===== src/design/fpwm_pkg.sv =====
// Shared types, constants and tables for the fan PWM temperature control unit.
package fpwm_pkg;

    // Widths of the data path
    localparam int TEMP_W  = 8;
    localparam int PEAK_W  = 7;
    localparam int RPM_W   = 16;
    localparam int PWM_W   = 8;
    localparam int SUM_W   = 15;
    localparam int POS_W   = 8;
    localparam int CFG_IDX_W = 3;
    localparam int CFG_DAT_W = 8;

    // Divider: one quotient bit per step, one step per dividend bit
    localparam int DIV_STEPS = SUM_W;
    localparam int DIV_CNT_W = $clog2(DIV_STEPS);

    // Control thresholds
    localparam logic [SUM_W-1:0] COOL_LIMIT = SUM_W'(35);
    localparam logic [SUM_W-1:0] HOT_LIMIT  = SUM_W'(55);
    localparam logic [SUM_W-1:0] MOVE_MIN   = SUM_W'(2);

    // Register reset values and the fan drive maximum
    localparam logic [PWM_W-1:0] RST_PWM_FLOOR   = 8'd32;
    localparam logic [PWM_W-1:0] RST_PWM_CEILING = 8'd160;
    localparam logic [POS_W-1:0] RST_WINDOW_LEN  = 8'd1;
    localparam logic [7:0]       RST_TACH_SCALE  = 8'd120;
    localparam logic [PWM_W-1:0] PWM_MAX         = 8'd255;

    // Configuration register indexes
    localparam logic [CFG_IDX_W-1:0] CFG_PWM_FLOOR   = 3'd0;
    localparam logic [CFG_IDX_W-1:0] CFG_PWM_CEILING = 3'd1;
    localparam logic [CFG_IDX_W-1:0] CFG_WINDOW_LEN  = 3'd2;
    localparam logic [CFG_IDX_W-1:0] CFG_TACH_SCALE  = 3'd3;

    // Input beat: one status report
    typedef struct packed {
        logic [7:0] raw_temp_a;
        logic [7:0] raw_temp_b;
        logic [7:0] raw_temp_c;
        logic [7:0] raw_fan_a;
        logic [7:0] raw_fan_b;
        logic [7:0] raw_fan_c;
    } t_report_in;

    // Output beat: decoded report plus control result
    typedef struct packed {
        logic signed [TEMP_W-1:0] temp_a;
        logic signed [TEMP_W-1:0] temp_b;
        logic signed [TEMP_W-1:0] temp_c;
        logic [RPM_W-1:0]         fan_rpm_a;
        logic [RPM_W-1:0]         fan_rpm_b;
        logic [RPM_W-1:0]         fan_rpm_c;
        logic [PEAK_W-1:0]        hottest_seen;
        logic [PWM_W-1:0]         fan_drive;
    } t_report_out;

    // Divider request and response
    typedef struct packed {
        logic             start;
        logic [SUM_W-1:0] dividend;
        logic [POS_W-1:0] divisor;
    } t_div_req;

    typedef struct packed {
        logic             busy;
        logic             done;
        logic [SUM_W-1:0] quotient;
    } t_div_rsp;

    // Sequencer states
    typedef enum logic [1:0] {
        ST_IDLE,
        ST_DIV,
        ST_DECIDE,
        ST_OUT
    } t_state;

    // Raise a peak by one temperature byte; negative readings never count
    function automatic logic [PEAK_W-1:0] raise_peak(input logic [PEAK_W-1:0] peak,
                                                     input logic [TEMP_W-1:0] raw);
        logic [PEAK_W-1:0] res;
        res = peak;
        if (!raw[TEMP_W-1] && (raw[PEAK_W-1:0] > peak)) begin
            res = raw[PEAK_W-1:0];
        end
        return res;
    endfunction

    // Ramp step floor(d * 6.4) for d = avg - 35 over the linear band
    function automatic logic [PWM_W-1:0] ramp_step(input logic [4:0] d);
        logic [PWM_W-1:0] res;
        case (d)
            5'd0:    res = 8'd0;
            5'd1:    res = 8'd6;
            5'd2:    res = 8'd12;
            5'd3:    res = 8'd19;
            5'd4:    res = 8'd25;
            5'd5:    res = 8'd32;
            5'd6:    res = 8'd38;
            5'd7:    res = 8'd44;
            5'd8:    res = 8'd51;
            5'd9:    res = 8'd57;
            5'd10:   res = 8'd64;
            5'd11:   res = 8'd70;
            5'd12:   res = 8'd76;
            5'd13:   res = 8'd83;
            5'd14:   res = 8'd89;
            5'd15:   res = 8'd96;
            5'd16:   res = 8'd102;
            5'd17:   res = 8'd108;
            5'd18:   res = 8'd115;
            5'd19:   res = 8'd121;
            5'd20:   res = 8'd128;
            default: res = 8'd0;
        endcase
        return res;
    endfunction

endpackage


===== src/design/fpwm_div.sv =====
// Iterative restoring divider: window sum over window length, one bit per cycle.
module fpwm_div (
    input  logic                i_clk,
    input  logic                i_rst_n,
    input  fpwm_pkg::t_div_req  i_req,
    output fpwm_pkg::t_div_rsp  o_rsp
);

    logic [fpwm_pkg::SUM_W-1:0]     r_quo, n_quo;
    logic [fpwm_pkg::POS_W-1:0]     r_rem, n_rem;
    logic [fpwm_pkg::POS_W-1:0]     r_den, n_den;
    logic [fpwm_pkg::DIV_CNT_W-1:0] r_cnt, n_cnt;
    logic                           r_busy, n_busy;
    logic                           r_done, n_done;

    logic [fpwm_pkg::POS_W:0]       rem_sh;
    logic [fpwm_pkg::POS_W:0]       rem_sub;
    logic                           fits;

    // Shared compare and subtract of one step
    always_comb begin
        rem_sh  = {r_rem, r_quo[fpwm_pkg::SUM_W-1]};
        rem_sub = rem_sh - {1'b0, r_den};
        fits    = (rem_sh >= {1'b0, r_den});
    end

    // Load on start, then shift one quotient bit in per cycle
    always_comb begin
        n_quo  = r_quo;
        n_rem  = r_rem;
        n_den  = r_den;
        n_cnt  = r_cnt;
        n_busy = r_busy;
        n_done = 1'b0;
        if (i_req.start) begin
            n_quo  = i_req.dividend;
            n_rem  = '0;
            n_den  = i_req.divisor;
            n_cnt  = '0;
            n_busy = 1'b1;
        end else if (r_busy) begin
            n_quo = {r_quo[fpwm_pkg::SUM_W-2:0], fits};
            n_rem = fits ? rem_sub[fpwm_pkg::POS_W-1:0] : rem_sh[fpwm_pkg::POS_W-1:0];
            n_cnt = r_cnt + 1'b1;
            if (r_cnt == fpwm_pkg::DIV_CNT_W'(fpwm_pkg::DIV_STEPS - 1)) begin
                n_busy = 1'b0;
                n_done = 1'b1;
            end
        end
    end

    always_ff @(posedge i_clk) begin
        if (!i_rst_n) begin
            r_busy <= 1'b0;
            r_done <= 1'b0;
            r_cnt  <= '0;
        end else begin
            r_busy <= n_busy;
            r_done <= n_done;
            r_cnt  <= n_cnt;
        end
    end

    always_ff @(posedge i_clk) begin
        r_quo <= n_quo;
        r_rem <= n_rem;
        r_den <= n_den;
    end

    assign o_rsp.busy     = r_busy;
    assign o_rsp.done     = r_done;
    assign o_rsp.quotient = r_quo;

endmodule


===== src/design/fan_pwm_temperature_control_unit.sv =====
// Top level of the fan PWM temperature control unit: sequencer, state and output register.
// A report that does not close a window moves from the idle step to the output step; one that
//   closes a window passes through the division step (one-bit-per-cycle divider) and the
//   decision step first. A new report is taken only in the idle step, after the last one has
//   moved to the output register. A new report is taken while the last result waits.
// Reset (synchronous, active low) restores register defaults and clears peak, window and
//   average state; fan drive returns to 32.
module fan_pwm_temperature_control_unit (
    input  logic                             i_clk,
    input  logic                             i_rst_n,
    input  logic                             i_in_valid,
    output logic                             o_in_stall,
    input  fpwm_pkg::t_report_in             i_report,
    output logic                             o_out_valid,
    input  logic                             i_out_stall,
    output fpwm_pkg::t_report_out            o_result,
    input  logic                             i_cfg_we,
    input  logic [fpwm_pkg::CFG_IDX_W-1:0]   i_cfg_index,
    input  logic [fpwm_pkg::CFG_DAT_W-1:0]   i_cfg_data
);

    // Configuration registers
    logic [fpwm_pkg::PWM_W-1:0] r_pwm_floor;
    logic [fpwm_pkg::PWM_W-1:0] r_pwm_ceiling;
    logic [fpwm_pkg::POS_W-1:0] r_window_len;
    logic [7:0]                 r_tach_scale;

    // Control state
    fpwm_pkg::t_state           r_state, n_state;
    logic [fpwm_pkg::PEAK_W-1:0] r_peak, n_peak;
    logic [fpwm_pkg::SUM_W-1:0] r_window_sum, n_window_sum;
    logic [fpwm_pkg::POS_W-1:0] r_window_pos, n_window_pos;
    logic [fpwm_pkg::SUM_W-1:0] r_last_avg, n_last_avg;
    logic [fpwm_pkg::PWM_W-1:0] r_drive_level, n_drive_level;
    logic                       r_out_valid;

    // Payload
    fpwm_pkg::t_report_out      r_stage, n_stage;
    fpwm_pkg::t_report_out      r_out, n_out;

    // Divider link
    fpwm_pkg::t_div_req         div_req;
    fpwm_pkg::t_div_rsp         div_rsp;

    // Sequencer controls
    logic                       in_beat;
    logic                       out_free;
    logic                       load_out;
    logic                       do_decide;

    // Per-report working values
    logic [fpwm_pkg::POS_W-1:0] win_len;
    logic [fpwm_pkg::POS_W-1:0] pos_inc;
    logic [fpwm_pkg::SUM_W-1:0] sum_inc;
    logic                       win_close;

    // Decision values
    logic [fpwm_pkg::SUM_W-1:0] avg;
    logic [fpwm_pkg::SUM_W-1:0] avg_diff;
    logic [4:0]                 ramp_idx;
    logic [fpwm_pkg::PWM_W:0]   ramp_sum;
    logic [fpwm_pkg::PWM_W-1:0] ramp_pwm;

    fpwm_div u_div (
        .i_clk   (i_clk),
        .i_rst_n (i_rst_n),
        .i_req   (div_req),
        .o_rsp   (div_rsp)
    );

    // Handshake terms
    assign out_free = !r_out_valid || !i_out_stall;
    assign in_beat  = i_in_valid && (r_state == fpwm_pkg::ST_IDLE);

    // Decode one report, advance peak and window
    always_comb begin
        win_len = (r_window_len == '0) ? fpwm_pkg::POS_W'(1) : r_window_len;
        n_peak  = fpwm_pkg::raise_peak(r_peak, i_report.raw_temp_a);
        n_peak  = fpwm_pkg::raise_peak(n_peak, i_report.raw_temp_b);
        n_peak  = fpwm_pkg::raise_peak(n_peak, i_report.raw_temp_c);
        pos_inc = r_window_pos + 1'b1;
        sum_inc = r_window_sum + fpwm_pkg::SUM_W'(n_peak);
        win_close = (pos_inc >= win_len) || (pos_inc == '0);

        n_stage.temp_a       = i_report.raw_temp_a;
        n_stage.temp_b       = i_report.raw_temp_b;
        n_stage.temp_c       = i_report.raw_temp_c;
        n_stage.fan_rpm_a    = fpwm_pkg::RPM_W'(i_report.raw_fan_a)
                             * fpwm_pkg::RPM_W'(r_tach_scale);
        n_stage.fan_rpm_b    = fpwm_pkg::RPM_W'(i_report.raw_fan_b)
                             * fpwm_pkg::RPM_W'(r_tach_scale);
        n_stage.fan_rpm_c    = fpwm_pkg::RPM_W'(i_report.raw_fan_c)
                             * fpwm_pkg::RPM_W'(r_tach_scale);
        n_stage.hottest_seen = n_peak;
        n_stage.fan_drive    = r_drive_level;

        n_window_pos = win_close ? '0 : pos_inc;
        n_window_sum = win_close ? '0 : sum_inc;
    end

    // Close the window: pick floor, ceiling or ramp from the average, or keep the drive if it moved by under 2
    always_comb begin
        avg      = div_rsp.quotient;
        avg_diff = (avg >= r_last_avg) ? (avg - r_last_avg) : (r_last_avg - avg);
        ramp_idx = 5'(avg - fpwm_pkg::COOL_LIMIT);
        ramp_sum = {1'b0, r_pwm_floor} + {1'b0, fpwm_pkg::ramp_step(ramp_idx)};
        ramp_pwm = ramp_sum[fpwm_pkg::PWM_W] ? fpwm_pkg::PWM_MAX
                                              : ramp_sum[fpwm_pkg::PWM_W-1:0];
        n_drive_level = r_drive_level;
        n_last_avg    = r_last_avg;
        if (do_decide) begin
            if (avg < fpwm_pkg::COOL_LIMIT) begin
                n_drive_level = r_pwm_floor;
                n_last_avg    = avg;
            end else if (avg > fpwm_pkg::HOT_LIMIT) begin
                n_drive_level = r_pwm_ceiling;
                n_last_avg    = avg;
            end else if (avg_diff >= fpwm_pkg::MOVE_MIN) begin
                n_drive_level = ramp_pwm;
                n_last_avg    = avg;
            end
        end
    end

    // Next state
    always_comb begin
        n_state = r_state;
        case (r_state)
            fpwm_pkg::ST_IDLE: begin
                if (in_beat) begin
                    n_state = win_close ? fpwm_pkg::ST_DIV : fpwm_pkg::ST_OUT;
                end
            end
            fpwm_pkg::ST_DIV: begin
                if (div_rsp.done) begin
                    n_state = fpwm_pkg::ST_DECIDE;
                end
            end
            fpwm_pkg::ST_DECIDE: begin
                n_state = fpwm_pkg::ST_OUT;
            end
            fpwm_pkg::ST_OUT: begin
                if (out_free) begin
                    n_state = fpwm_pkg::ST_IDLE;
                end
            end
            default: begin
                n_state = fpwm_pkg::ST_IDLE;
            end
        endcase
    end

    // Sequencer outputs
    always_comb begin
        o_in_stall       = 1'b1;
        div_req.start    = 1'b0;
        div_req.dividend = sum_inc;
        div_req.divisor  = win_len;
        do_decide        = 1'b0;
        load_out         = 1'b0;
        case (r_state)
            fpwm_pkg::ST_IDLE: begin
                o_in_stall    = 1'b0;
                div_req.start = in_beat && win_close;
            end
            fpwm_pkg::ST_DIV: begin
            end
            fpwm_pkg::ST_DECIDE: begin
                do_decide = 1'b1;
            end
            fpwm_pkg::ST_OUT: begin
                load_out = out_free;
            end
            default: begin
            end
        endcase
    end

    // Configuration writes; indexes beyond the list drop
    always_ff @(posedge i_clk) begin
        if (!i_rst_n) begin
            r_pwm_floor   <= fpwm_pkg::RST_PWM_FLOOR;
            r_pwm_ceiling <= fpwm_pkg::RST_PWM_CEILING;
            r_window_len  <= fpwm_pkg::RST_WINDOW_LEN;
            r_tach_scale  <= fpwm_pkg::RST_TACH_SCALE;
        end else if (i_cfg_we) begin
            case (i_cfg_index)
                fpwm_pkg::CFG_PWM_FLOOR:   r_pwm_floor   <= i_cfg_data;
                fpwm_pkg::CFG_PWM_CEILING: r_pwm_ceiling <= i_cfg_data;
                fpwm_pkg::CFG_WINDOW_LEN:  r_window_len  <= i_cfg_data;
                fpwm_pkg::CFG_TACH_SCALE:  r_tach_scale  <= i_cfg_data;
                default: begin
                end
            endcase
        end
    end

    // Control state registers
    always_ff @(posedge i_clk) begin
        if (!i_rst_n) begin
            r_state       <= fpwm_pkg::ST_IDLE;
            r_peak        <= '0;
            r_window_sum  <= '0;
            r_window_pos  <= '0;
            r_last_avg    <= '0;
            r_drive_level <= fpwm_pkg::RST_PWM_FLOOR;
            r_out_valid   <= 1'b0;
        end else begin
            r_state       <= n_state;
            r_last_avg    <= n_last_avg;
            r_drive_level <= n_drive_level;
            if (in_beat) begin
                r_peak       <= n_peak;
                r_window_sum <= n_window_sum;
                r_window_pos <= n_window_pos;
            end
            if (load_out) begin
                r_out_valid <= 1'b1;
            end else if (!i_out_stall) begin
                r_out_valid <= 1'b0;
            end
        end
    end

    // Refresh the fan drive of the staged report with the decided level
    always_comb begin
        n_out           = r_stage;
        n_out.fan_drive = r_drive_level;
    end

    // Hold the report in the stage, then move it to the output register
    always_ff @(posedge i_clk) begin
        if (in_beat) begin
            r_stage <= n_stage;
        end
        if (load_out) begin
            r_out <= n_out;
        end
    end

    assign o_out_valid = r_out_valid;
    assign o_result    = r_out;

    // The divider is never restarted while a division runs
    a_div_no_restart: assert property (@(posedge i_clk) disable iff (!i_rst_n)
        div_req.start |-> !div_rsp.busy)
        else $error("divider started while busy");

    // A report that leaves the window open goes straight to the output step
    a_open_to_out: assert property (@(posedge i_clk) disable iff (!i_rst_n)
        (in_beat && !win_close) |=> (r_state == fpwm_pkg::ST_OUT))
        else $error("open-window report did not reach output step");

    // Fan drive changes only in the decision step
    a_drive_only_decide: assert property (@(posedge i_clk) disable iff (!i_rst_n)
        (r_state != fpwm_pkg::ST_DECIDE) |=> $stable(r_drive_level))
        else $error("fan drive changed outside decision step");

    // The division result is consumed only after the divider signals done
    a_decide_after_done: assert property (@(posedge i_clk) disable iff (!i_rst_n)
        (r_state == fpwm_pkg::ST_DIV && !div_rsp.done) |=> (r_state == fpwm_pkg::ST_DIV))
        else $error("left division step before quotient was ready");

endmodule

===== config.mk =====
export PLATFORM = sky130hd
export DESIGN_NAME = fan_pwm_temperature_control_unit
export DESIGN_NICKNAME = d
export VERILOG_FILES = /design/src/design/fpwm_pkg.sv /design/src/design/fpwm_div.sv /design/src/design/fan_pwm_temperature_control_unit.sv
export SDC_FILE = /design/constraint.sdc
export NUM_CORES = 1
export LEC_CHECK = 0
export BUFFER_PORTS_ARGS = -buffer_cell sky130_fd_sc_hd__buf_2
export CORE_ASPECT_RATIO = 0.5
export CORE_UTILIZATION = 40
export CTS_BUF_LIST = sky130_fd_sc_hd__clkbuf_4
export DETAILED_ROUTE_END_ITERATION = 8
export PLACE_DENSITY = 0.58
export SLEW_MARGIN = 30
export SYNTH_ARGS = -nofsm -noshare
export SYNTH_HDL_FRONTEND = slang
export SYNTH_SLANG_ARGS = --single-unit

===== constraint.sdc =====
create_clock -name i_clk -period 10 [get_ports i_clk]
set_input_delay 2 -clock i_clk [delete_from_list [all_inputs] [get_ports i_clk]]
set_output_delay 2 -clock i_clk [all_outputs]
set_load 0.03 [all_outputs]

==> results of run 1 <==
## sequential cells by signal (all words and copies together) (netlist names), 15 cells and up
register,count
r_last_avg,15
o_result,87
u_div.r_quo,15
n_out,79
r_window_sum,15
## path summary, 6_finish.rpt
check | startpoint | endpoint | slack, ns
hold / removal | n_out[85] | o_result[85] | 0.40
hold reg to reg | n_out[85] | o_result[85] | 0.40
setup reg to reg | r_peak[4] | u_div.r_quo[12] | 2.31
setup / recovery | i_report[44] | u_div.r_quo[12] | 1.36
## critical path, delay by kind of cell
| family | cells | cell delay [ns] |
|---|---|---|
| xor gates and xnor gates | 1 | 0.14 |
| and+or+nand+nor | 5 | 0.74 |
| buffers and inverters | 1 | 0.12 |
| muxes | 3 | 1.15 |
| adders and majority gates | 5 | 1.52 |
| AOI/OAI and AO/OA | 16 | 3.46 |
## logic make-up (layout without fill, tap and decap cells)
group / after synthesis / in the layout / synth area share
XOR/XNOR: 73 / 73 / 0.03104
buffers and inverters: 344 / 554 / 0.06371
flip-flops: 291 / 291 / 0.3746
adder cells (fa/ha/maj): 314 / 314 / 0.2319
multiplexers: 34 / 34 / 0.01743
AND/OR/NAND/NOR: 638 / 638 / 0.1494
AO/OA/AOI/OAI: 399 / 399 / 0.1319
other: 0 / 2 / 0
## per-stage QoR
| stage | std cells | instance area (µm²) | worst slack (ns) | util |
|---|---|---|---|---|
| final | 2995 | 23010 | 1.363 | 0.4557 |
| after global routing | 2995 | 23010 | 0.8489 | 0.4557 |
| after CTS | 2993 | 23000 | 1.434 | 0.4554 |
| after detailed placement | 2864 | 22000 | 0.6183 | 0.4356 |
| after global placement | 2864 | 22000 | 0.5713 | 0.4355 |
| after floorplan | 2093 | 20600 | 1.020 | - |
## cells in the final DEF (no fill, tap or decap), types with 17 or more instances in the layout
| cell type | count |
|---|---|
| and2_1 | 111 |
| a211oi_1 | 24 |
| edfxtp_1 | 189 |
| nand3_1 | 60 |
| fa_1 | 113 |
| a21oi_1 | 106 |
| xor2_1 | 19 |
| nand2_1 | 248 |
| buf_2 | 152 |
| nor2_1 | 86 |
| xnor2_1 | 54 |
| ha_1 | 201 |
| a21o_1 | 21 |
| nor3_1 | 37 |
| mux2i_1 | 21 |
| o21ai_0 | 72 |
| nand2b_1 | 17 |
| inv_1 | 258 |
| clkbuf_4 | 113 |
| dfxtp_1 | 99 |
## report_power, final
part / leakage (µW) / total [µW] / switching (µW) / internal [µW]
registers: 0.00259 / 1860 / 176 / 1680
clock network: 0.000596 / 1100 / 506 / 593
logic: 0.00673 / 2920 / 1790 / 1130
## routing by layer
metal,part of all wire,up-vias,routed length (µm)
li1,-,7565,-
met1,0.47,7386,22170
met2,0.48,240,22360
met3,0.039,56,1822
met4,0.015,0,703
met5,0,-,0
## cell type report
type	instances	area, µm²	share of cell area
multi-input cells	1458	11590	0.5037
flip-flops and latches	291	7721	0.3355
inverters	262	985.9	0.04284
well taps	690	863.3	0.03751
clock buffers	113	848.3	0.03686
repair buffers	163	847.1	0.03681
clock inverters	16	151.4	0.006578
diodes	2	5.005	0.0002175
==> flow_summary.ini, run 1 <==
[status]
status = finished clean

[route]
via_per_inst = 5.091
first_pass_iters = 5
vias = 15250
wl_per_cell_um = 15.71
wirelength_mm = 47.06
postRouteAntennaNets = 0
drtIter0Drc = 903
drc = 0

[logic_synthesis]
synthCells = 2093
synth_largest_area_cell = edfxtp_1
synth_cell_type_count = 80
synth_top_cell_area_share = 0.2755
yosysMostFrequentCell = inv_1
synth_flop_cell = edfxtp_1
synth_nets = 2471
synth_common_cells = 259 x inv_1, 248 x nand2_1, 201 x ha_1
syn_area_um2 = 20600
synth_seq_cells = 291
synth_area_leaders = edfxtp_1 28%, ha_1 12%, fa_1 11%
ys_seq_area_frac = 0.3746
synthArstFlopShare = 0
synth_edf_count = 189
synth.avg_cell_area_um2 = 9.842
ys.warnings.count = 0

[clocking]
clk_latency_ns = 0.73
cts_buffer_depth = 3
numCtsBuffers = 75
post_cts_buffers = 0
cts_root_buf = clkbuf_4
cts_sinks = 291
cts_resized = 0
cts_hold_buf = 0
cts_tree = yes
clk_pin_slew_ns = 0.07
h-tree-depth = 3

[global_routing]
grt_use_total = 0.1845
grt_pass1_vias = 15150
overflow = 0
antenna_found_initial = 2
use_met1 = 0.2462
grt_max_degree = 80
grt_pass1_wl_mm = 77.96
grt_busiest_layer = met2
grt_util_met2 = 0.3092
met3_usage = 0.03556

[sta]
hold_violations = 0
skew_ns = 0.03289
worstMarginPinSlew_ns = 0.9615
rsz0062_at_grt = false
slew_viol_final = 0
tns_ns = 0
hold_ws_ns = 0.3955
slew-limit-headroom = 0.3581
final.min_clock_period_ns = 8.637
setup_viol = 0
fmax_mhz = 115.8
fin_crit_sh = 0.8637

[floorplanning]
core_area_um2 = 50510
fp.dieArea_um2 = 52470
die_h_um = 162.5
rows = 58
die_w_um = 322.9
io-pin-count = 153
start_util = 0.4078

[setup_path]
crit_required_ns = 10.47
path_max_fanout = 7
cp-end-kind = flip-flop
worst_setup_path_start_kind = input pin
path_class = input pin to flip-flop
worst_ep_arrival_time_ns = 9.10
r2r_cells = 31
cp_slowest_stage_delay_ns = 0.43
crit_slowest_cell = mux2_2

[min_path]
min_path_type = flip-flop to flip-flop
hold_path_depth = 0

[power_and_ir_drop]
cellPowerDensity_nw_per_um2 = 255.3
leakagePower_uw = 0.009916
ir_drop_mv = 0.1821
power_uw = 5875

[layout]
nNetsFinal = 2629
drive_gt1_frac = 0.1463
syn2layout_area_growth_pct = 11.72
fillCellCount = 4992

[job]
drv_cap = 0

[placed_design]
hpwl_mm = 34.54
port_buffers = 152
gp_congestion = 0.8864
Power figures use the tool's default switching activity.
==> inputs of run 2 (changes only) <==
- PLACE_DENSITY: 0.58 -> 0.66
==> run 2 against run 1 <==
Register-to-register slack better by 0.08 ns. First-iteration DRC count is 3.0% lower. Via count is 1.2% higher. Largest power group unchanged. Sequential power hardly changed. Critical endpoint unchanged. Non-clock buffer count stayed put.
==> flow_summary.ini, run 2 (synthesis results as in run 1) <==
[clocking]
clk_latency_ns = 0.75
post_cts_buffers = 0
numCtsBuffers = 75
clk_pin_slew_ns = 0.07
cts_sinks = 291
cts_root_buf = clkbuf_4
cts_tree = yes
h-tree-depth = 3
cts_hold_buf = 0
cts_resized = 0
cts_buffer_depth = 3

[global_routing]
grt_use_total = 0.1800
grt_max_degree = 78
grt_pass1_wl_mm = 76.55
grt_pass1_vias = 15220
antenna_found_initial = 3
overflow = 0

[floorplanning]
fp.dieArea_um2 = 52470
io-pin-count = 153
core_area_um2 = 50510
die_w_um = 322.9
rows = 58
die_h_um = 162.5
start_util = 0.4078

[route]
vias = 15430
drtIter0Drc = 876
first_pass_iters = 6
drc = 0
wirelength_mm = 46.30
wl_per_cell_um = 15.43
postRouteAntennaNets = 0
via_per_inst = 5.143

[placed_design]
placed_cell_area_um2 = 22000
gp_congestion = 0.8706
hpwl_mm = 33.54
dp_slack_ns = 0.6828
port_buffers = 152

[min_path]
hold_path_depth = 0
min_path_type = flip-flop to flip-flop
hold_start = n_out[42]
hold-path-endpoint = o_result[42]

[sta]
setup_ws_ns = 1.414
slew_viol_final = 0
fmax_mhz = 116.5
setup_viol = 0
fin_crit_sh = 0.8586
rsz0062_at_grt = false
slew-limit-headroom = 0.3564
final.min_clock_period_ns = 8.586
hold_violations = 0
tns_ns = 0
worstMarginPinSlew_ns = 0.9641
skew_ns = 0.03331

[setup_path]
reg2reg_slack_ns = 2.39
cp_slowest_stage_delay_ns = 0.42
path_max_fanout = 9
r2r-end = u_div.r_quo[12]
cp-end-kind = flip-flop
path_class = input pin to flip-flop
crit_slowest_cell = mux2_2
worst_ep_arrival_time_ns = 9.06
reg2reg_from = r_peak[4]
crit_required_ns = 10.47
r2r_cells = 32
worst_setup_path_start_kind = input pin

[layout]
design_area_um2 = 22980
syn2layout_area_growth_pct = 11.53
drive_gt1_frac = 0.1448
largest_register_ffs = 87
nNetsFinal = 2629
fillCellCount = 4874
final_common_cell = inv_1
final_cell_mix = 257 x inv_1, 248 x nand2_1, 201 x ha_1

[job]
drv_cap = 0

[power_and_ir_drop]
cellPowerDensity_nw_per_um2 = 253.6
leakagePower_uw = 0.009889
power_uw = 5826
ir_drop_mv = 0.1191

[status]
status = finished clean
## run 2: changes by cell type in the layout (fill, tap and decap cells not counted)
cell,previous run,this run
dfxtp_2,3,2
clkinvlp_4,1,2
inv_1,258,257
bufinv_16,3,1
buf_6,1,2
clkinv_2,3,4
inv_2,5,6
dfxtp_1,99,100
clkinv_1,6,13
clkbuf_4,113,110
diode_2,2,3
buf_4,10,9
## run 2: worst max-delay path by stage
| stage | from | to | depth (start not counted) |
|---|---|---|---|
| finish | i_report[44] | u_div.r_quo[12] | 32 |
| global placement | i_report[44] | u_div.r_quo[12] | 32 |
| global route | i_report[44] | u_div.r_quo[12] | 32 |
| CTS | i_report[44] | u_div.r_quo[12] | 32 |
| detailed placement | i_report[44] | u_div.r_quo[12] | 32 |
| floorplan | i_out_stall | o_result[0] | 1 |
## run 2: cell type report
cell class                 count  area [µm²]  area share
antenna                        3       7.507   0.0003267
clock buffer                 110       825.8     0.03594
clock inverter                23       130.1    0.005664
inverter                     262       985.9     0.04291
multi-input combinational   1458       11590      0.5045
sequential                   291        7720      0.3360
tap                          690       863.3     0.03758
timing repair buffer         163       850.8     0.03703
## run 2: critical path, delay by kind of cell
| kind | cells | cell delay (ns) |
|---|---|---|
| buf+inv | 2 | 0.33 |
| fa+ha+maj | 5 | 1.51 |
| xor+xnor | 1 | 0.14 |
| mux | 3 | 1.07 |
| compound gates | 16 | 3.26 |
| simple gates | 5 | 0.75 |
## run 2: through the flow
stage | util | hold WS [ns] | std cells
floorplan | - | 0.4003 | 2093
finish | 0.4549 | 0.4091 | 3000
CTS | 0.4546 | 0.4124 | 2997
global route | 0.4548 | 0.4182 | 2999
detailed placement | 0.4356 | 0.4045 | 2864
global placement | 0.4355 | 0.4014 | 2864
## run 2: per-layer routing
layer  global-route usage  vias up  wire length [µm]
li1                     -     7574                 -
met1               0.2374     7450             21450
met2               0.2990      313             21660
met3              0.03221       93              1930
met5                    0        -                 0
met4              0.05946        0              1265
## run 2: power breakdown
part / switching [µW] / leakage [µW] / internal, µW
logic: 1800 / 0.00673 / 1130
registers: 176 / 0.00259 / 1680
clock network: 511 / 0.000572 / 533
